**config.mk**
```make
export PLATFORM = sky130hd
export DESIGN_NAME = hvd_rot_cell
export DESIGN_NICKNAME = d
export VERILOG_FILES = /design/src/hvd_pkg.sv /design/src/hvd_rot_cell.sv
export SDC_FILE = /design/constraint.sdc
export NUM_CORES = 1
export LEC_CHECK = 0
export BUFFER_PORTS_ARGS = -buffer_cell sky130_fd_sc_hd__buf_4
export CAP_MARGIN = 20
export CORE_ASPECT_RATIO = 1.2
export CORE_MARGIN = 3
export CORE_UTILIZATION = 55
export DETAILED_ROUTE_END_ITERATION = 12
export HOLD_SLACK_MARGIN = 0.05
export PLACE_DENSITY_LB_ADDON = 0.12
export SYNTH_ARGS = -nofsm -noshare
export SYNTH_HDL_FRONTEND = slang
export SYNTH_SLANG_ARGS = --single-unit
```
**constraint.sdc**
```tcl
create_clock -name clk_i -period 11.6 [get_ports clk_i]
set_clock_uncertainty 0.1 [all_clocks]
set_input_delay 1.16 -clock clk_i [delete_from_list [all_inputs] [get_ports clk_i]]
set_output_delay 1.16 -clock clk_i [all_outputs]
set_load 0.02 [all_outputs]
```
**src/hvd_pkg.sv**
```systemverilog
// Package for the haversine distance core: widths, constants and lookup tables.
package hvd_pkg;

  localparam int unsigned STEPS    = 30;
  localparam int unsigned SQ_STEPS = 31;
  localparam int unsigned LANES    = 4;
  localparam int unsigned XW       = 34;
  localparam int unsigned ZW       = 33;
  localparam int unsigned MAGW     = 26;
  localparam int unsigned KW       = 20;
  localparam int unsigned SQW      = 62;

  localparam logic [30:0] Q30_ONE     = 31'd1073741824;
  localparam logic [30:0] HALF_PI_Q30 = 31'd1686629713;
  localparam logic [29:0] CORDIC_GAIN = 30'd652032874;
  localparam logic [25:0] RECIP_45    = 26'd47721859;
  localparam logic [12:0] EARTH_R_KM  = 13'd6371;
  localparam logic [22:0] HALF_CIRC   = 23'd5123840;

  typedef logic [44:0][12:0] res_tab_t;

  function automatic res_tab_t mk_tab(input int unsigned mul);
    res_tab_t t;
    for (int unsigned i = 0; i < 45; i++) begin
      t[i] = 13'((i * mul + 22) / 45);
    end
    return t;
  endfunction

  localparam res_tab_t TAB_HALF = mk_tab(4096);
  localparam res_tab_t TAB_FULL = mk_tab(8192);

  localparam logic [30:0] ATAN_Q30 [STEPS] = '{
    31'd843314857, 31'd497837829, 31'd263043837, 31'd133525159, 31'd67021687,
    31'd33543516, 31'd16775851, 31'd8388437, 31'd4194283, 31'd2097149,
    31'd1048576, 31'd524288, 31'd262144, 31'd131072, 31'd65536, 31'd32768,
    31'd16384, 31'd8192, 31'd4096, 31'd2048, 31'd1024, 31'd512, 31'd256,
    31'd128, 31'd64, 31'd32, 31'd16, 31'd8, 31'd4, 31'd2
  };

endpackage

```
**src/hvd_rot_cell.sv**
```systemverilog
// One rotation-mode CORDIC cell of the sine/cosine chain.
module hvd_rot_cell (
  input  logic                          clk_i,
  input  logic                          en_i,
  input  logic [4:0]                    step_i,
  input  logic signed [hvd_pkg::XW-1:0] x_i,
  input  logic signed [hvd_pkg::XW-1:0] y_i,
  input  logic signed [hvd_pkg::ZW-1:0] z_i,
  output logic signed [hvd_pkg::XW-1:0] x_o,
  output logic signed [hvd_pkg::XW-1:0] y_o,
  output logic signed [hvd_pkg::ZW-1:0] z_o
);

  logic signed [hvd_pkg::XW-1:0] x_d, y_d, x_q, y_q, dx, dy;
  logic signed [hvd_pkg::ZW-1:0] z_d, z_q, ang;

  always_comb begin
    dx  = y_i >>> step_i;
    dy  = x_i >>> step_i;
    ang = signed'({2'b00, hvd_pkg::ATAN_Q30[step_i]});
    if (!z_i[hvd_pkg::ZW-1]) begin
      x_d = x_i - dx;
      y_d = y_i + dy;
      z_d = z_i - ang;
    end else begin
      x_d = x_i + dx;
      y_d = y_i - dy;
      z_d = z_i + ang;
    end
  end

  always_ff @(posedge clk_i) begin
    if (en_i) begin
      x_q <= x_d;
      y_q <= y_d;
      z_q <= z_d;
    end
  end

  assign x_o = x_q;
  assign y_o = y_q;
  assign z_o = z_q;

endmodule

```
# Yosys cells after proc, flatten, opt, wreduce, memory -nomap -nowiden

Memory sizes are Yosys's and may differ from the RTL's.
Index checks and enable logic that the tools add are counted.

Bits in registers: 101
Memory bits (read-only): 992
Input bits: 108
Output and inout bits: 101
Logic and storage cells: 19
Memories: 1

Memory list:

| memory           | depth | width | rd ports | clocked after Yosys merged registers in | wr ports | line               | RTL |
|---|---|---|---|---|---|---|---|
| (name not given) | 32    | 31    | 1        | 0                                       | 0        | hvd_rot_cell.sv:20 | `ang = signed'({2'b00, hvd_pkg::ATAN_Q30[step_i]});` |

Add/subtract/negate cells: 6
Order comparisons: 1
Shifts and indexed selects: 2
Muxes and demuxes: 5
Bitwise gates (word level): 1

Operator list:

| cell                 | number |
|---|---|
| $add A34 B34 Y34     | 2 |
| $mux W34             | 2 |
| $sshr A34 B5 Y34     | 2 |
| $sub A34 B34 Y34     | 2 |
| $mux W31             | 2 |
| $add A33 B32 Y33     | 1 |
| $mux W33             | 1 |
| $sub A33 B32 Y33     | 1 |
| $ge A6 B6 Y1 const B | 1 |
| $not A5 Y6           | 1 |

# Logic depth before layout (Yosys ltp)

Gate-level depths: netlist of run 1.

Word-level depth: 6
Gate-level depth with buffers: 25
Mapped depth without buffers: 21

# Worst setup path before layout of run 1

Ideal clock, no wire load.

Path type: input-to-reg
Start: input step_i[1]
End: register z_q, in the netlist z_o[32], data pin
Data arrival time: 6.237 ns
Slack: 4.989 ns
Stages: 25
Path buffers: 4
Path through: buf_2 inv_1 buf_1 clkbuf_1 ha_1 clkbuf_1 nor2b_1 o32a_1 o22ai_1 or3b_1 nor4_1 and2b_1 and2_1 a21oi_1 xor2_1 ha_1 a21o_1 a21oi_1 o21ai_0 a221o_1 a21o_1 o2111ai_1 a31oi_1 nor4_1 a211oi_1

Cells in the longest elaborated chain, start to end: 6
Elaborated cells between the ends (all ways): 7

RTL lines:

| item                                                        | line                                   | RTL |
|---|---|---|
| start: declaration                                          | hvd_rot_cell.sv:5                      | `input logic [4:0] step_i,` |
| $not A5 Y6 (implied by the code) (*)                        | hvd_rot_cell.sv:20                     |  |
| $mem_v2 Z32 W31 (*)                                         | n/a                                    |  |
| $mux W31 (implied by the code) (*) (2 in series)            | hvd_rot_cell.sv:20                     |  |
| $sub A33 B32 Y33 / $add A33 B32 Y33 (equally long branches) | hvd_rot_cell.sv:24, hvd_rot_cell.sv:28 |  |
| $mux W33 (*)                                                | hvd_rot_cell.sv:21                     | `if (!z_i[hvd_pkg::ZW-1]) begin` |
| named net z_d (one bit)                                     | hvd_rot_cell.sv:15                     | `logic signed [hvd_pkg::ZW-1:0] z_d, z_q, ang;` |
| end signal: assignment                                      | hvd_rot_cell.sv:36                     | `z_q <= z_d;` |
| end: declaration                                            | hvd_rot_cell.sv:15                     |  |

The timed path passes the listed nets; every way through them passes the cells marked *. The select of a mux whose other input is x is not followed.
A chain may end at the register's enable or synchronous reset.

# Worst setup path in the final report of run 1

Start: input step_i[0]
End: register x_q, in the netlist x_o[29], data pin

Cells in the longest elaborated chain, start to end: 3
Elaborated cells between the ends (all ways): 4

RTL lines:

| item                                                        | line                                   | RTL |
|---|---|---|
| $sshr A34 B5 Y34 (*)                                        | hvd_rot_cell.sv:18                     | `dx = y_i >>> step_i;` |
| $sub A34 B34 Y34 / $add A34 B34 Y34 (equally long branches) | hvd_rot_cell.sv:22, hvd_rot_cell.sv:26 |  |
| $mux W34 (*)                                                | hvd_rot_cell.sv:21                     |  |
| named net x_d (one bit)                                     | hvd_rot_cell.sv:14                     | `logic signed [hvd_pkg::XW-1:0] x_d, y_d, x_q, y_q, dx, dy;` |
| end signal: assignment                                      | hvd_rot_cell.sv:34                     | `x_q <= x_d;` |
| end: declaration                                            | hvd_rot_cell.sv:14                     |  |

The timed path passes the listed nets; every way through them passes the cells marked *.

==> results_dict.tcl, run 1 <==
set metrics [dict create \
    status "completed" \
    grt_pass1_vias 15170 \
    worstPathArrival_ns 8.01 \
    setup_ws_ns 3.698 \
    crit_path_start_kind "primary input" \
    setup_violations 0 \
    met2_usage_pct 61.47 \
    p_leak_nw 7.181 \
    top_usage_layer "met2" \
    synth_cells 1765 \
    synth_cell_type_count 98 \
    finalSetupTns_ns 0 \
    synth_fa_ha_area_share_pct 8.776 \
    syn_area_um2 15800 \
    die_area_um2 30800 \
    synth_top_family_by_area "compound AO/OA/AOI/OAI gates" \
    synth_warnings 0 \
    timing_worst_setup_path_type "primary input to flop" \
    hpwl_um 43300 \
    rows 67 \
    yosysTopAreaCell "edfxtp_1" \
    cpPeakStageDelay_ns 0.66 \
    cp-end-kind "flop" \
    synth-compound-area-share_pct 22.71 \
    cts_htree_levels 3 \
    synthSimpleGateAreaFrac_pct 16.36 \
    yosysSeqAreaShare_pct 19.20 \
    yosys-top-cells-area "edfxtp_1, mux4_2, ha_1, xnor2_1, a21oi_1" \
    antenna_found_initial 0 \
    maxSlewHeadroom_pct 31.02 \
    synth_top_area_share_pct 19.20 \
    syn_nets 1982 \
    vias 15690 \
    cts-hold-fix-buffers 0 \
    hold_path.class "primary input to flop" \
    post-synth-top-count-cell "a21oi_1" \
    drc 0 \
    start_util_pct 56.25 \
    post_cts_buffers 0 \
    wl_per_cell_um 25.12 \
    synthXorXnorAreaFrac_pct 9.481 \
    drv_cap 0 \
    ant_nets 0 \
    synth-seq-cells 101 \
    period_minus_slack_ns 7.902 \
    final_cells 2283 \
    synth_common_cells "a21oi_1, nor2_1, nand2_1" \
    die_w_um 160.7 \
    crit_chain "buf_6 > buf_4 > mux4_2 > mux2i_1 > o22ai_1 > a221oi_2 > ha_1 > inv_1 > nor4_4 > and2_1 > a21oi_1 > xnor2_1 > ha_1 > o21a_1 > o21bai_1 > o211ai_1 > and2_1 > a311o_1 > o211a_1 > or2_2 > a2111o_1 > o211ai_1" \
    port_buffers 208 \
    finalHoldViolations 0 \
    clock_path_buffers 2 \
    dr.pass1.iters 8 \
    io_pins 209 \
    layout-drive-gt1-share_pct 21.17 \
    path_clk_slew_ns 0.08 \
    synth_area_per_cell_um2 8.950 \
    clock_sinks 101 \
    drtIter0Drc 1662 \
    area_growth_pct 12.02 \
    period_share_pct 68.12 \
    grt-ovfl-total 0 \
    synth_edf_count 101 \
    grt_max_degree 90 \
    placed_cells 2267 \
    ctsResizeCount 0 \
    synth_ff_type "edfxtp_1" \
    rsz0062_at_grt "no" \
    pwr_density_cell_nw_per_um2 127.3 \
    muxShareOfSynthArea_pct 19.07 \
    finalWirelength_um 57360 \
    final-seq-area_um2 3033 \
    use_met1_pct 42.82 \
    core_area_um2 28080 \
    antenna_cells 0 \
    maxSlewViolCount 0 \
    grt_util_all_layers_pct 36.02 \
    grt_pass1_wl_um 86880 \
    cpMaxStageDelayCell "mux2i_1" \
    fin_nets 2116 \
    multiInputGateArea_um2 12080 \
    crit_required_ns 11.71 \
    dp_slack_ns 3.445 \
    worst-path-max-fanout 41 \
    hold_depth 2 \
    cts_tree "yes" \
    avgViaCountPerCell 6.873 \
    die_h_um 191.6 \
    routabilityCongestion 1.022 \
    root_buffer "clkbuf_16" \
    cts_buffers 9 \
    tightest_slew_ns 1.034 \
    vdd_drop_max_mv 0.1064 \
    nFillCells 2438 \
    fmax_ghz 0.1266 \
    use_met3_pct 6.277 \
    async_flop_share_pct 0 \
]
## cells by family (layout without fill, tap and decap cells)
group                      after synthesis  count (layout)
adders and majority gates              109             109
AOI/OAI and AO/OA                      535             535
and+or+nand+nor                        509             509
DFF                                    101             101
muxes                                  195             195
xor gates and xnor gates               171             171
buffers and inverters                  145             284
## worst paths after layout
check / startpoint / endpoint / slack (ns)
max: step_i[0] / x_o[29]$_DFFE_PP_ / 3.70
min: z_i[0] / z_o[0]$_DFFE_PP_ / 0.99
## flip-flops by register name, indices dropped and copies added (netlist names)
signal	flops
x_o	34
y_o	34
z_o	33
## through the flow
step / instance area [um2] / hold slack (ns) / power [mW] / utilization (%)
after floorplan: 15800 / 1.173 / 1.507 / -
after CTS: 17700 / 0.9813 / 2.238 / 63.01
final: 17700 / 0.9859 / 2.253 / 63.01
after global placement: 17420 / 1.357 / 1.911 / 62.04
after global routing: 17700 / 0.9971 / 2.383 / 63.01
after detailed placement: 17420 / 1.364 / 1.929 / 62.04
## routing by layer
layer,vias up,wire [um]
li1,7066,-
met3,245,5119
met5,-,0
met1,7428,21080
met4,0,4069
met2,953,27090
## cells in the final DEF, fill, tap and decap left out, types with 34 or more instances in the layout
cell      count
edfxtp_1    101
o21ai_0      74
nor2_1      140
xnor2_1     113
ha_1        106
nand2_1     136
buf_4       220
mux2_2       46
a31oi_1      41
a21o_1       34
inv_1        44
mux2i_1      63
mux4_2       79
xor2_1       58
a21oi_1     146
## area by class of cell
type                    instances  area share, %
well taps                     379          2.680
clock inverters                 6         0.2545
multi-input cells            1519          68.24
inverters                      47         0.9970
flip-flops and latches        101          17.14
clock buffers                  10          1.294
repair buffers                221          9.397
## critical path: cells and delay by family
family                   cells  cell delay [ns]
AND/OR/NAND/NOR              4             1.20
adder cells (fa/ha/maj)      2             0.58
multiplexers                 2             1.30
buffers and inverters        3             1.12
XOR/XNOR                     1             0.23
AO/OA/AOI/OAI               10             2.35
## where the power goes
| part | leakage [nW] | internal [mW] | switching, mW |
|---|---|---|---|
| sequential | 0.989 | 0.548 | 0.0290 |
| combinational | 6.07 | 0.569 | 0.805 |
| clock | 0.126 | 0.147 | 0.155 |
Power figures use the tool's default switching activity.
==> run 2: changes to the inputs <==
==> constraint.sdc (replaced) <==
create_clock -name clk_i -period 6.9 [get_ports clk_i]
set_clock_uncertainty 0.1 [all_clocks]
set_input_delay 0.69 -clock clk_i [delete_from_list [all_inputs] [get_ports clk_i]]
set_output_delay 0.69 -clock clk_i [all_outputs]
set_load 0.02 [all_outputs]
==> run 2 against run 1 <==
Count of clock-buffer cells in the layout shrank 1. Sequential share of layout area shrank 1.2 points. Critical path depth grew 2. Global-route usage grew 2.2 points. Clock power grew 80%. Via count grew 4.2%. Routed wire length grew 5.4%. Largest power group unchanged. Final area grew 7.8%. Die area is the same. Highest routed layer unchanged. Combinational power grew 83%. Non-clock buffer count grew 170. Setup slack lost 3.3 ns.
==> results_dict.tcl, run 2 (synthesis gave the netlist of run 1 again) <==
set metrics [dict create \
    mostFrequentLayoutCells "buf_4, a21oi_1, nor2_1" \
    cts_tree "yes" \
    p_leak_nw 8.055 \
    finalHoldViolations 0 \
    start_util_pct 56.25 \
    met2_usage_pct 65.73 \
    finalWirelength_um 60460 \
    die_h_um 191.6 \
    tightest_slew_ns 1.097 \
    use_met3_pct 6.126 \
    worst-path-max-fanout 41 \
    setup_violations 0 \
    rsz0062_at_grt "no" \
    wl_per_cell_um 24.65 \
    vdd_drop_max_mv 0.1786 \
    cp-end-kind "flop" \
    maxSlewViolCount 0 \
    timing_worst_setup_path_type "primary input to flop" \
    finalSetupTns_ns 0 \
    worstHoldStart "z_i[0]" \
    pwr_density_cell_nw_per_um2 211.5 \
    cts_buffers 9 \
    crit_required_ns 6.93 \
    power_switching_mw 1.716 \
    final_util_pct 67.90 \
    p_total_mw 4.034 \
    status "completed" \
    antenna_cells 0 \
    rows 67 \
    period_share_pct 94.73 \
    hpwl_um 47990 \
    post_cts_buffers 0 \
    final_cells 2453 \
    top_usage_layer "met2" \
    drc 0 \
    vias 16350 \
    root_buffer "clkbuf_16" \
    comb_power_share_pct 62.3 \
    path_clk_slew_ns 0.08 \
    final_common_cell "buf_4" \
    grt_max_degree 58 \
    holdWs_ns 0.5190 \
    layout-drive-gt1-share_pct 27.48 \
    die_area_um2 30800 \
    avgViaCountPerCell 6.665 \
    clock_sinks 101 \
    worstPathArrival_ns 6.57 \
    hold_depth 2 \
    nFillCells 2268 \
    p_int_mw 2.318 \
    grt_pass1_wl_um 91760 \
    cts-hold-fix-buffers 0 \
    io_pins 209 \
    ant_nets 0 \
    grt-ovfl-total 0 \
    crit_path_start_kind "primary input" \
    drtIter0Drc 1934 \
    area_growth_pct 20.72 \
    hold_path.class "primary input to flop" \
    dr.pass1.iters 6 \
    clock_path_buffers 2 \
    power.share.clock_pct 13.5 \
    core_area_um2 28080 \
    antenna_found_initial 0 \
    grt_pass1_vias 16060 \
    drv_cap 0 \
    fin_nets 2286 \
    die_w_um 160.7 \
    routabilityCongestion 1.016 \
    placed_cells 2437 \
    fmax_ghz 0.1530 \
    ctsResizeCount 0 \
    cts_htree_levels 3 \
    port_buffers 208 \
    p_seq_share_pct 24.1 \
    maxSlewHeadroom_pct 26.88 \
    use_met1_pct 44.30 \
    period_minus_slack_ns 6.536 \
    grt_util_all_layers_pct 38.20 \
    holdPathEnd "z_o[0]$_DFFE_PP_" \
    switching_share_pct 42.54 \
]
[run 2: worst max-delay path, cell delays in order]
cell and delay, ns:
buf_6 0.36, buf_12 0.22, buf_12 0.19, mux2i_1 0.30, a22oi_1 0.12, a221oi_1 0.82, a221oi_1 0.26, buf_4 0.22
and4bb_2 0.41, and3_1 0.26, and2_1 0.16, a21oi_1 0.08, xor2_1 0.19, ha_1 0.34, a21o_1 0.19, a21o_1 0.18
nand2_1 0.09, a2111oi_0 0.09, a32o_1 0.31, o41ai_1 0.37, buf_4 0.18, o21ai_0 0.13, a31oi_1 0.25, xnor2_1 0.09
[run 2: how the worst max path moves through the flow]
stage | from | end | slack [ns] | cells after the start
after floorplan | step_i[1] | z_o[32]$_DFFE_PP_ | 0.76 | 25
after global placement | step_i[0] | y_o[33]$_DFFE_PP_ | 0.11 | 24
after detailed placement | step_i[0] | x_o[29]$_DFFE_PP_ | 0.1 | 18
after CTS | step_i[0] | x_o[29]$_DFFE_PP_ | 0.47 | 18
after global routing | step_i[0] | y_o[32]$_DFFE_PP_ | 0.04 | 23
final | step_i[0] | y_o[33]$_DFFE_PP_ | 0.36 | 24
[run 2: metrics by stage]
step                cell area [um2]  setup slack [ns]
finish                        19070            0.3638
global route                  19070           0.04256
CTS                           19070            0.4658
detailed placement            18770           0.09776
global placement              18770            0.1122
floorplan                     15800            0.7594
[run 2: cell type report]
class                   instances  area (um2)  area share [%]
inverters                      47       176.4          0.9251
well taps                     379       474.2           2.487
multi-input cells            1519       12070           63.31
clock buffers                   9       225.2           1.181
flip-flops and latches        101        3033           15.90
clock inverters                 7       73.82          0.3871
repair buffers                391        3014           15.81
[run 2: routing by layer]
metal  up-vias  part of all wire (%)
met5         -                     0
met4         0                   7.6
met3       235                   7.5
met2       908                    48
met1      7803                    37
li1       7404                     -
[run 2: power groups by stage]
stage               clock [mW]  combinational [mW]  sequential, mW
finish                   0.545                2.51           0.974
global placement             0                2.42           0.981
floorplan                    0                1.33            1.20
CTS                      0.554                2.48           0.976
global route             0.579                2.69           0.989
detailed placement           0                2.47           0.985
