File: src/hvd_pkg.sv
// Package for the haversine distance core: widths, constants and lookup tables.
package hvd_pkg;

  localparam int unsigned STEPS    = 30;
  localparam int unsigned SQ_STEPS = 31;
  localparam int unsigned LANES    = 4;
  localparam int unsigned XW       = 34;
  localparam int unsigned ZW       = 33;
  localparam int unsigned MAGW     = 26;
  localparam int unsigned KW       = 20;
  localparam int unsigned SQW      = 62;

  localparam logic [30:0] Q30_ONE     = 31'd1073741824;
  localparam logic [30:0] HALF_PI_Q30 = 31'd1686629713;
  localparam logic [29:0] CORDIC_GAIN = 30'd652032874;
  localparam logic [25:0] RECIP_45    = 26'd47721859;
  localparam logic [12:0] EARTH_R_KM  = 13'd6371;
  localparam logic [22:0] HALF_CIRC   = 23'd5123840;

  typedef logic [44:0][12:0] res_tab_t;

  function automatic res_tab_t mk_tab(input int unsigned mul);
    res_tab_t t;
    for (int unsigned i = 0; i < 45; i++) begin
      t[i] = 13'((i * mul + 22) / 45);
    end
    return t;
  endfunction

  localparam res_tab_t TAB_HALF = mk_tab(4096);
  localparam res_tab_t TAB_FULL = mk_tab(8192);

  localparam logic [30:0] ATAN_Q30 [STEPS] = '{
    31'd843314857, 31'd497837829, 31'd263043837, 31'd133525159, 31'd67021687,
    31'd33543516, 31'd16775851, 31'd8388437, 31'd4194283, 31'd2097149,
    31'd1048576, 31'd524288, 31'd262144, 31'd131072, 31'd65536, 31'd32768,
    31'd16384, 31'd8192, 31'd4096, 31'd2048, 31'd1024, 31'd512, 31'd256,
    31'd128, 31'd64, 31'd32, 31'd16, 31'd8, 31'd4, 31'd2
  };

endpackage

File: src/hvd_sqrt_cell.sv
// One digit cell of the integer square root chain.
module hvd_sqrt_cell (
  input  logic                     clk_i,
  input  logic                     en_i,
  input  logic [4:0]               k_i,
  input  logic [hvd_pkg::SQW-1:0]  v_i,
  input  logic [hvd_pkg::SQW-1:0]  r_i,
  output logic [hvd_pkg::SQW-1:0]  v_o,
  output logic [hvd_pkg::SQW-1:0]  r_o
);

  logic [hvd_pkg::SQW-1:0] bitv, trial, v_d, r_d, v_q, r_q;

  always_comb begin
    bitv  = hvd_pkg::SQW'(1) << {k_i, 1'b0};
    trial = r_i + bitv;
    if (v_i >= trial) begin
      v_d = v_i - trial;
      r_d = (r_i >> 1) + bitv;
    end else begin
      v_d = v_i;
      r_d = r_i >> 1;
    end
  end

  always_ff @(posedge clk_i) begin
    if (en_i) begin
      v_q <= v_d;
      r_q <= r_d;
    end
  end

  assign v_o = v_q;
  assign r_o = r_q;

endmodule

File: config.mk
export PLATFORM = sky130hd
export DESIGN_NAME = hvd_sqrt_cell
export DESIGN_NICKNAME = d
export VERILOG_FILES = /design/src/hvd_pkg.sv /design/src/hvd_sqrt_cell.sv
export SDC_FILE = /design/constraint.sdc
export NUM_CORES = 1
export LEC_CHECK = 0
export BUFFER_PORTS_ARGS = -buffer_cell sky130_fd_sc_hd__buf_2
export CAP_MARGIN = 20
export CORE_MARGIN = 5
export CORE_UTILIZATION = 58
export CTS_CLUSTER_DIAMETER = 50
export DETAILED_ROUTE_END_ITERATION = 10
export PLACE_DENSITY = 0.88
export SLEW_MARGIN = 10
export SYNTH_ARGS = -nofsm -noshare
export SYNTH_HDL_FRONTEND = slang
export SYNTH_SLANG_ARGS = --single-unit
File: constraint.sdc
create_clock -name clk_i -period 8.5 [get_ports clk_i]
set_clock_uncertainty 0.05 [all_clocks]
set_input_delay 2.125 -clock clk_i [delete_from_list [all_inputs] [get_ports clk_i]]
set_output_delay 2.125 -clock clk_i [all_outputs]
set_load 0.005 [all_outputs]
==> Yosys cells after proc, flatten, opt, wreduce, memory -nomap -nowiden <==
Cells that the tools add are included.
{ "word_totals": {"wordCells": 10, "ff_bits": 124, "inputBits": 131} }
{ "op_classes": {"addsub": 3, "magnitude_cmp": 1, "muxes": 2, "shift": 1} }
{ "ops": {"columns": ["cell", "count"], "rows": [
  ["61-bit by 62-bit adder with 62-bit output", 1],
  ["62-bit adder", 1],
  ["62-bit >= comparator", 1],
  ["62-bit 2-to-1 mux", 1],
  ["1-bit by 6-bit left shift with 62-bit output (first input constant)", 1],
  ["62-bit subtractor", 1],
  ["61-bit 2-to-1 mux", 1]
]} }

==> Longest topological paths before layout <==
Gate-level depths: netlist (run 1).
{ "depth": {"ltp_word": 4, "mapped_depth": 31, "ltp_nobuf": 27} }

==> Worst setup path after synthesis (run 1) <==
No wires, ideal clock.
{ "synth_path": {"path_type": "input port to flip-flop", "start": "in k_i[1]", "end": "reg v_q (netlist bit v_o[59]) (data pin)", "t_required_ns": 8.189, "arrival_time_ns": 7.540, "path_stages": 26, "setup_slack_ns": 0.649, "cell_sequence": "buf_2 > or3_1 > clkbuf_1 > nor2_1 > ha_1 > a31oi_1 > and4b_1 > o31ai_1 > o21ai_1 > maj3_1 > a31o_2 > a21oi_1 > nor2b_1 > xnor2_1 > ha_1 > buf_2 > nand4_1 > or4_1 > a21o_1 > o31ai_1 > nor2_1 > o21a_1 > o31a_1 > o41ai_1 > xnor2_1 > a21oi_1"} }
{ "synth_between": {"elab_chain_len": 4} }
{ "synth_lines": {"columns": ["element", "line", "text"], "rows": [
  ["start, declared", "hvd_sqrt_cell.sv:5", "input logic [4:0] k_i,"],
  ["1-bit by 6-bit left shift with 62-bit output *", "hvd_sqrt_cell.sv:15", "bitv = hvd_pkg::SQW'(1) << {k_i, 1'b0};"],
  ["62-bit adder *", "hvd_sqrt_cell.sv:16", "trial = r_i + bitv;"],
  ["62-bit subtractor or 62-bit >= comparator (tied branches)", "hvd_sqrt_cell.sv:18, hvd_sqrt_cell.sv:17", null],
  ["62-bit 2-to-1 mux *", "hvd_sqrt_cell.sv:17", "if (v_i >= trial) begin"],
  ["via v_d, one bit", "hvd_sqrt_cell.sv:12", "logic [hvd_pkg::SQW-1:0] bitv, trial, v_d, r_d, v_q, r_q;"],
  ["end signal, assigned", "hvd_sqrt_cell.sv:28", "v_q <= v_d;"],
  ["end, declared", "hvd_sqrt_cell.sv:12", null]
]} }
Mark *: on every way through the listed nets, which the timed path passes. The rest lies on a longest branch.
A chain may end at the register's enable or synchronous reset.

==> Worst setup path in the final report (run 1) <==
{ "layout_path": {"start": "in k_i[1]", "end": "reg v_q (netlist bit v_o[39]) (data pin)"} }
The elaborated chain is that of the path after synthesis.

==> results of run 1 <==
## layout by cell type (no fill, tap or decap), types with 6 or more instances in the layout
master     count
a21o_1        46
a21oi_1      174
a31o_2        13
a31oi_1       51
a41oi_1        6
and2_1        11
and3_1         9
buf_2        253
buf_4         44
clkbuf_16     17
diode_2        6
edfxtp_1     124
ha_1         105
inv_1         34
inv_6          6
nand2_1      202
nand2b_1      10
nand3_1       34
nand4_1       31
nor2_1       183
nor2b_1       17
nor3_1        42
nor4_1        24
o2111ai_1      6
o21a_1        12
o21ai_0      110
o21ai_1       19
o21bai_1      24
o31a_1         6
o31ai_1       15
or3_1          7
xnor2_1      106
xor2_1        86
## cells in the mapped netlist (all sizes together) (31+ instances only)
| master | instances | area (um2) |
|---|---|---|
| a21oi | 178 | 906 |
| buf | 34 | 178 |
| nand2 | 202 | 758 |
| inv | 34 | 128 |
| a31oi | 51 | 319 |
| nand3 | 34 | 170 |
| edfxtp | 124 | 3720 |
| a21o | 46 | 345 |
| nor3 | 42 | 210 |
| clkbuf | 56 | 211 |
| nor2 | 186 | 706 |
| ha | 106 | 1330 |
| o21ai | 131 | 663 |
| xnor2 | 107 | 945 |
| nand4 | 31 | 194 |
| xor2 | 86 | 753 |
## flip-flops by register name, indices dropped and copies added, names as in the netlist
name / cells
r_o: 62
v_o: 62
## kinds of logic (layout without fill, tap and decap cells)
| family | Yosys count | count (layout) |
|---|---|---|
| xor gates and xnor gates | 193 | 193 |
| DFF | 124 | 124 |
| AOI/OAI and AO/OA | 561 | 561 |
| muxes | 1 | 1 |
| adders and majority gates | 110 | 110 |
| and+or+nand+nor | 610 | 610 |
| buffers and inverters | 126 | 369 |
| other | 0 | 6 |
## worst max-delay path by stage
stage / slack [ns] / end / start
global placement: 0.02 / v_o[19] / k_i[1]
CTS: 0.34 / v_o[19] / k_i[1]
floorplan: 0.65 / v_o[59] / k_i[1]
finish: 0.28 / v_o[39] / k_i[1]
global route: 0.05 / v_o[19] / k_i[1]
detailed placement: -0.08 / v_o[19] / k_i[1]
## what timing repair did
| action | CTS | global route |
|---|---|---|
| hold buffers | 0 | 0 |
| endpoints found under the setup margin | 0 | 18 |
| buffers inserted | 0 | 0 |
| resized for setup | 0 | 4 |
## layout make-up
class,instances,share of cell area [%]
Timing Repair Buffer,301,10.5
Clock inverter,15,1.00
Clock buffer,17,2.66
Sequential cell,124,23.3
Multi-Input combinational cell,1475,59.2
Tap cell,319,2.49
Inverter,36,0.844
Antenna cell,6,0.0938
## power groups by stage
stage	logic [W]	registers (W)	clock network (W)
global route	0.000905	0.000804	0.000791
floorplan	0.000488	0.000820	0
CTS	0.000813	0.000799	0.000760
detailed placement	0.000806	0.000810	0
global placement	0.000793	0.000808	0
finish	0.000834	0.000799	0.000759
## through the flow
stage               hold slack, ns  TNS, ns  power [W]  utilization (%)  instances
floorplan                     2.19        0    0.00131                -       1725
global placement              2.37        0    0.00160             66.0       2255
detailed placement            2.39   -0.773    0.00162             66.0       2255
CTS                           1.94        0    0.00237             68.5       2287
global route                  1.95        0    0.00250             68.6       2293
finish                        1.95        0    0.00239             68.6       2293
## per-layer routing
layer / share of wire [%] / GRT usage (%) / up-vias / wire length, um
li1: - / - / 6842 / -
met1: 43 / 49.9 / 6736 / 20300
met2: 42 / 49.0 / 992 / 19700
met3: 11 / 6.76 / 123 / 5180
met4: 3.4 / 12.9 / 2 / 1600
met5: 0.028 / 0 / - / 13
==> impl_metrics.csv, run 1 <==
group,metric,value,unit
global_route,antenna_found_initial,7,
global_route,grt_max_degree,65,
power,leakagePower,6.46,nW
yosys,post_synth_xor_area_fraction,12.4,%
yosys,seq_area_frac_synth,27.2,%
die,dieArea,26800,um2
power,clock_power_share,31.7,%
drt,drt_iter0_drc,1854,
global_route,global_route.usage.total,33.9,%
yosys,syn-num-nets,1963,
yosys,postSynthCellCount,1725,
place,gp_congestion,1.03,
power,combPwrFrac,34.9,%
yosys,synthSimpleGateAreaFrac,20.6,%
yosys,synth_cell_type_count,88,
setup_path,cp_max_fo,28,
drt,via_count,14700,
die,design.portCount,255,
sta,report.final.slew_viol_count,0,
yosys,synth_seq_cells,124,
setup_path,timing_worst_setup_path_type,"input pin to register",
power,power-per-cell-area,149,nW/um2
power,p_int,0.00154,W
setup_path,crit_slowest_cell,"or3_4",
die,die_h,164,um
yosys,synth_flop_cell,"edfxtp_1",
setup_path,worst_ep_arrival_time,8.33,ns
worst_hold_path,worst_hold_startpoint,"v_i[34]",
drt,drc_errors,0,
clock_network,htreeDepth,4,
global_route,global_route_wire_length_before_repair,72400,um
worst_hold_path,timing.hold.worst_path_depth,3,
clock_network,clock_tree_from_tritoncts,"built",
clock_network,clock_sink_count,124,
die,initial_standard_cell_utilization_of_the_core,58.7,%
power,switching_part_of_the_total,35.7,%
sta,setup_viol,0,
sta,fin_ws,0.279,ns
yosys,async_flop_share,0,%
die,num_rows,56,
yosys,synthesis.area_per_instance,7.94,um2
cells_and_area,sequential_cell_area,3720,um2
place,place_worst_setup_slack,-0.0840,ns
sta,grt_setup_unrepaired,"no",
clock_network,clkTransAtPathRegs,0.06,ns
setup_path,most_used_cell_along_the_critical_path,"o21ai_0",
setup_path,start_kind,"input pin",
setup_path,critical_path.max_stage_delay,0.45,ns
setup_path,crit_family,"compound AO/OA/AOI/OAI gates",
worst_hold_path,hold_path_end,"v_o[34]",
global_route,globalRoute.totalOverflow,0,
setup_path,path_depth,26,
drt,wl,46800,um
clock_network,cts_root_buffer,"clkbuf_16",
sta,final.period_utilization,96.7,%
global_route,grt_pass1_vias,13600,
cells_and_area,drive_above_1_share,19.1,%
die,die_w,164,um
yosys,synth_area,13700,um2
cells_and_area,final_area,16000,um2
sta,timing.slew.headroom,42.6,%
sta,worst-slew-pin-transition,0.861,ns
place,io_buffers,254,
yosys,synth_edf_count,124,
yosys,synth-compound-area-share,25.9,%
drt,detail_route.first_pass.iterations,6,
outcome,run_status,"complete, no violations",
sta,finalCriticalPeriod,8.22,ns
drt,route.detailed.vias_per_inst,6.41,
sta,achievable_frequency,122,MHz
setup_path,critPathRequiredTime,8.61,ns
yosys,share_of_synthesized_cell_area_in_full_adder_half_adder_and_majority_cells,10.1,%
cells_and_area,multi_input_combinational_cell_area,9470,um2
clock_network,cts_max_path_buffers,2,
run,drv.max_cap_violation_count,0,
place,postPlaceCellArea,15400,um2
die,fp.coreArea,23300,um2
setup_path,worstSetupEndpointType,"register",
clock_network,cts_made_buffers,17,
worst_hold_path,hp-class,"input pin to register",
yosys,yosys_warnings,0,
yosys,synth_top_family_by_area,"compound AO/OA/AOI/OAI gates",
cells_and_area,nNetsFinal,2193,
setup_path,critical_path.n_buffers_inverters,2,
power,worst_ir_drop_vdd,0.119,mV
place,hpwl_after_detailed_placement,36900,um
cells_and_area,num-fill-cells,2040,
power,p_sw,0.000854,W
drt,wl_per_cell,20.4,um
yosys,synth_mux_area_share,0.0822,%
power,seqPwrFrac,33.4,%
sta,timing.final.hold_violations,0,
cells_and_area,area_delta_synth_final,16.9,%
drt,drt.antenna.violating_nets,0,
Power figures use the tool's default switching activity.
==> inputs of run 2 (changes only) <==
--- a/config.mk
+++ b/config.mk
@@ -12,6 +12,7 @@
 export CTS_CLUSTER_DIAMETER = 50
 export DETAILED_ROUTE_END_ITERATION = 10
 export PLACE_DENSITY = 0.88
+export SETUP_SLACK_MARGIN = 0.4
 export SLEW_MARGIN = 10
 export SYNTH_ARGS = -nofsm -noshare
 export SYNTH_HDL_FRONTEND = slang
==> impl_metrics.csv, run 2 (synthesized netlist as in run 1, its figures left out) <==
group,metric,value,unit
outcome,run_status,"complete, no violations",
global_route,antenna_found_initial,7,
setup_path,critPathRequiredTime,8.62,ns
run,drv.max_cap_violation_count,0,
cells_and_area,nNetsFinal,2199,
sta,final.period_utilization,93.3,%
power,seqPwrFrac,33.2,%
setup_path,crit_family,"compound AO/OA/AOI/OAI gates",
worst_hold_path,hp-class,"input pin to register",
sta,grt_setup_unrepaired,"yes",
cells_and_area,final_area,16200,um2
setup_path,path_depth,29,
die,num_rows,56,
sta,report.final.slew_viol_count,0,
power,switching_part_of_the_total,35.8,%
drt,wl,47100,um
power,combPwrFrac,35.3,%
sta,setup_viol,0,
setup_path,start_kind,"input pin",
cells_and_area,share_of_the_core_filled_with_cells,69.3,%
worst_hold_path,timing.hold.worst_path_depth,3,
die,fp.coreArea,23300,um2
power,leakagePower,6.51,nW
die,dieArea,26800,um2
setup_path,timing_worst_setup_path_type,"input pin to register",
drt,drc_errors,0,
power,power-per-cell-area,149,nW/um2
place,hpwl_after_detailed_placement,36900,um
power,p_sw,0.000861,W
drt,drt.antenna.violating_nets,0,
drt,detail_route.first_pass.iterations,6,
clock_network,cts_root_buffer,"clkbuf_16",
cells_and_area,commonest_non_fill_non_tap_cell_in_the_layout,"buf_2",
clock_network,cts_made_buffers,17,
sta,timing.final.hold_violations,0,
cells_and_area,area_delta_synth_final,18.1,%
setup_path,critical_path.max_stage_delay,0.45,ns
clock_network,clkTransAtPathRegs,0.07,ns
sta,finalCriticalPeriod,7.93,ns
clock_network,clock_tree_from_tritoncts,"built",
global_route,globalRoute.totalOverflow,0,
drt,via_count,14800,
sta,achievable_frequency,126,MHz
global_route,global_route_wire_length_before_repair,72400,um
setup_path,worst_ep_arrival_time,8.05,ns
global_route,grt_max_degree,65,
setup_path,critical_path.n_buffers_inverters,4,
power,clock_power_share,31.6,%
drt,wl_per_cell,20.5,um
clock_network,cts_max_path_buffers,2,
global_route,grt_pass1_vias,13600,
setup_path,most_used_cell_along_the_critical_path,"o21ai_0",
setup_path,worstSetupEndpointType,"register",
die,die_h,164,um
die,initial_standard_cell_utilization_of_the_core,58.7,%
sta,timing.slew.headroom,42.2,%
place,postPlaceCellArea,15400,um2
power,p_int,0.00155,W
global_route,global_route.usage.total,33.9,%
cells_and_area,num-fill-cells,2008,
place,gp_congestion,1.03,
sta,worst-slew-pin-transition,0.867,ns
die,design.portCount,255,
setup_path,crit_slowest_cell,"or3_4",
cells_and_area,mostFrequentLayoutCells,"253 x buf_2, 202 x nand2_1, 181 x nor2_1",
drt,drt_iter0_drc,1765,
setup_path,cp_max_fo,49,
place,io_buffers,254,
drt,route.detailed.vias_per_inst,6.42,
clock_network,clock_sink_count,124,
power,worst_ir_drop_vdd,0.121,mV
die,die_w,164,um
cells_and_area,drive_above_1_share,20.4,%
clock_network,htreeDepth,4,
run 2: cell types whose count changed in the layout (fill, tap and decap cells not counted), sizes merged:
cell / before / now
buf: 301 / 307
run 2: metrics by stage:
step	total power [W]	TNS, ns	cells	setup slack, ns	hold WS, ns
final	0.00241	0	2299	0.570	1.94
after floorplan	0.00131	0	1725	0.649	2.19
after global routing	0.00251	0	2299	0.348	1.95
after detailed placement	0.00162	-0.773	2255	-0.0840	2.39
after CTS	0.00237	0	2287	0.447	1.94
after global placement	0.00160	0	2255	0.0167	2.37
run 2: area by class of cell:
type | count | area [um2] | share of cell area (%)
antenna | 6 | 15.0 | 0.0929
sequential | 124 | 3720 | 23.0
tap | 319 | 399 | 2.47
clock buffer | 17 | 425 | 2.63
inverter | 36 | 135 | 0.836
clock inverter | 15 | 160 | 0.991
timing repair buffer | 307 | 1730 | 10.7
multi-input combinational | 1475 | 9580 | 59.2
run 2: what timing repair did:
| item | in CTS | in global routing |
|---|---|---|
| hold buffers | 0 | 0 |
| pin swaps | 0 | 8 |
| setup endpoints to repair | 11 | 124 |
| gates resized for setup | 3 | 26 |
| setup buffers | 0 | 6 |
run 2: layer usage:
| layer | global-route usage [%] | share of wire, % | vias up | wire [um] |
|---|---|---|---|---|
| met2 | 49.0 | 42 | 1004 | 19900 |
| met5 | 0 | 0.028 | - | 13 |
| li1 | - | - | 6857 | - |
| met3 | 6.76 | 12 | 124 | 5530 |
| met4 | 12.9 | 3.4 | 2 | 1620 |
| met1 | 49.9 | 43 | 6773 | 20000 |
run 2: path summary, 6_finish.rpt:
kind               start       to  slack (ns)
setup / recovery  k_i[1]  v_o[19]        0.57
hold / removal    v_i[2]   v_o[2]        1.94
run 2: power groups by stage:
stage	Sequential (W)	Clock, W	Combinational, W
6_report	0.000799	0.000760	0.000849
5_1_grt	0.000804	0.000791	0.000919
4_1_cts	0.000799	0.000760	0.000814
3_5_place_dp	0.000810	0	0.000806
3_3_place_gp	0.000808	0	0.000793
2_1_floorplan	0.000820	0	0.000488
==> inputs of run 3 (changes only) <==
--- a/config.mk
+++ b/config.mk
@@ -11,7 +11,7 @@
 export CORE_UTILIZATION = 58
 export CTS_CLUSTER_DIAMETER = 50
 export DETAILED_ROUTE_END_ITERATION = 10
-export PLACE_DENSITY = 0.88
+export PLACE_DENSITY_LB_ADDON = 0.12
 export SETUP_SLACK_MARGIN = 0.4
 export SLEW_MARGIN = 10
 export SYNTH_ARGS = -nofsm -noshare
==> impl_metrics.csv, run 3 (synthesized netlist as in run 1, its figures left out) <==
group,metric,value,unit
setup_path,endpoint,"v_o[59]",
setup_path,crit_slowest_cell,"or4_1",
die,initial_standard_cell_utilization_of_the_core,58.7,%
die,design.portCount,255,
outcome,run_status,"complete, no violations",
setup_path,cp_max_fo,12,
clock_network,clock_tree_from_tritoncts,"built",
clock_network,cts_made_buffers,17,
drt,wl,46300,um
die,fp.coreArea,23300,um2
setup_path,worstSetupEndpointType,"register",
sta,report.final.slew_viol_count,0,
power,p_int,0.00148,W
drt,wl_per_cell,20.2,um
drt,drc_errors,0,
power,power-per-cell-area,146,nW/um2
power,switching_part_of_the_total,36.5,%
setup_path,critical_path.max_stage_delay,0.57,ns
sta,grt_setup_unrepaired,"no",
global_route,grt_pass1_vias,13300,
die,die_w,164,um
run,drv.max_cap_violation_count,0,
global_route,global_route_wire_length_before_repair,71300,um
place,io_buffers,254,
drt,drt.antenna.violating_nets,0,
place,hpwl_after_detailed_placement,36900,um
cells_and_area,layoutNonFillerInstCount,2289,
global_route,global_route.usage.total,33.3,%
drt,route.detailed.vias_per_inst,6.36,
setup_path,start_kind,"input pin",
global_route,globalRoute.totalOverflow,0,
drt,via_count,14600,
power,leakagePower,6.44,nW
clock_network,cts-hold-fix-buffers,0,
sta,final.setup.tns,0,ns
die,dieArea,26800,um2
worst_hold_path,hp-class,"input pin to register",
sta,finalCriticalPeriod,7.84,ns
cells_and_area,num-fill-cells,2037,
clock_network,clock_sink_count,124,
clock_network,cts_root_buffer,"clkbuf_16",
power,p_sw,0.000854,W
setup_path,critPathRequiredTime,8.62,ns
global_route,grt_max_degree,65,
place,gp_congestion,0.999,
power,seqPwrFrac,34.1,%
sta,achievable_frequency,128,MHz
drt,detail_route.first_pass.iterations,6,
cells_and_area,share_of_the_core_filled_with_cells,68.8,%
sta,worst-slew-pin-transition,0.851,ns
sta,setup_viol,0,
die,die_h,164,um
setup_path,critPathLaunch,"k_i[1]",
power,worst_ir_drop_vdd,0.115,mV
sta,final.period_utilization,92.2,%
cells_and_area,commonest_non_fill_non_tap_cell_in_the_layout,"buf_2",
cells_and_area,mostFrequentLayoutCells,"253 x buf_2, 201 x nand2_1, 181 x nor2_1",
clock_network,cts_max_path_buffers,2,
drt,drt_iter0_drc,1530,
setup_path,worst_ep_arrival_time,7.95,ns
cells_and_area,final_area,16100,um2
cells_and_area,nNetsFinal,2194,
clock_network,htreeDepth,4,
setup_path,timing_worst_setup_path_type,"input pin to register",
cells_and_area,area_delta_synth_final,17.3,%
cells_and_area,drive_above_1_share,20.0,%
place,postPlaceCellArea,15400,um2
global_route,antenna_found_initial,1,
clock_network,clkTransAtPathRegs,0.06,ns
power,clock_power_share,29.9,%
sta,timing.slew.headroom,43.3,%
place,post-place-cells,2250,
sta,timing.final.hold_violations,0,
die,num_rows,56,
power,combPwrFrac,36.0,%
run 3: cell count changes in the layout (fill, tap and decap cells not counted), sizes merged:
cell,delta
bufinv,-2
clkinvlp,+2
clkinv,+1
diode,-5
inv,-1
buf,-5
run 3: critical path: cells and delay by family:
| kind | cells | cell delay [ns] |
|---|---|---|
| fa+ha+maj | 3 | 1.17 |
| simple gates | 7 | 1.70 |
| xor+xnor | 2 | 0.29 |
| compound gates | 11 | 2.36 |
| buf+inv | 2 | 0.30 |
run 3: power by group through the flow:
| stage | registers [W] | clock network (W) | logic, W |
|---|---|---|---|
| final | 0.000797 | 0.000700 | 0.000841 |
| after floorplan | 0.000820 | 0 | 0.000488 |
| after CTS | 0.000798 | 0.000705 | 0.000815 |
| after global routing | 0.000803 | 0.000731 | 0.000915 |
| after detailed placement | 0.000809 | 0 | 0.000809 |
| after global placement | 0.000807 | 0 | 0.000803 |
run 3: worst min path at each step:
| stage | from | endpoint | slack [ns] | cells after the start |
|---|---|---|---|---|
| 5_1_grt | v_i[4] | v_o[4] | 1.96 | 3 |
| 6_report | v_i[7] | v_o[7] | 1.95 | 3 |
| 2_1_floorplan | en_i | r_o[0] | 2.19 | 0 |
| 4_1_cts | v_i[4] | v_o[4] | 1.94 | 3 |
| 3_5_place_dp | v_i[4] | v_o[4] | 2.38 | 3 |
| 3_3_place_gp | v_i[2] | v_o[2] | 2.39 | 3 |
run 3: cell type report:
cell class,count,area (um2),share of cell area (%)
Antenna cell,1,2.50,0.0156
Clock buffer,17,425,2.65
Clock inverter,15,115,0.717
Inverter,36,135,0.841
Multi-Input combinational cell,1475,9570,59.6
Sequential cell,124,3720,23.2
Tap cell,319,399,2.48
Timing Repair Buffer,302,1690,10.5
run 3: metal layers:
layer | track usage [%] | vias to the layer above | wire length, um
met5 | 0 | - | 0
met4 | 9.84 | 0 | 1290
met3 | 6.03 | 89 | 4850
met2 | 48.5 | 851 | 19300
met1 | 50.2 | 6772 | 20800
li1 | - | 6847 | -
run 3: metrics by stage:
stage | hold WS [ns] | setup WS (ns) | power (W)
2_1_floorplan | 2.19 | 0.649 | 0.00131
3_3_place_gp | 2.39 | 0.198 | 0.00161
3_5_place_dp | 2.38 | 0.00183 | 0.00162
4_1_cts | 1.94 | 0.434 | 0.00232
5_1_grt | 1.96 | 0.351 | 0.00245
6_report | 1.95 | 0.661 | 0.00234
run 3: timing repair:
| item | CTS | global route |
|---|---|---|
| gates resized for setup | 0 | 26 |
| endpoints found under the setup margin | 0 | 124 |
| setup buffers | 0 | 6 |
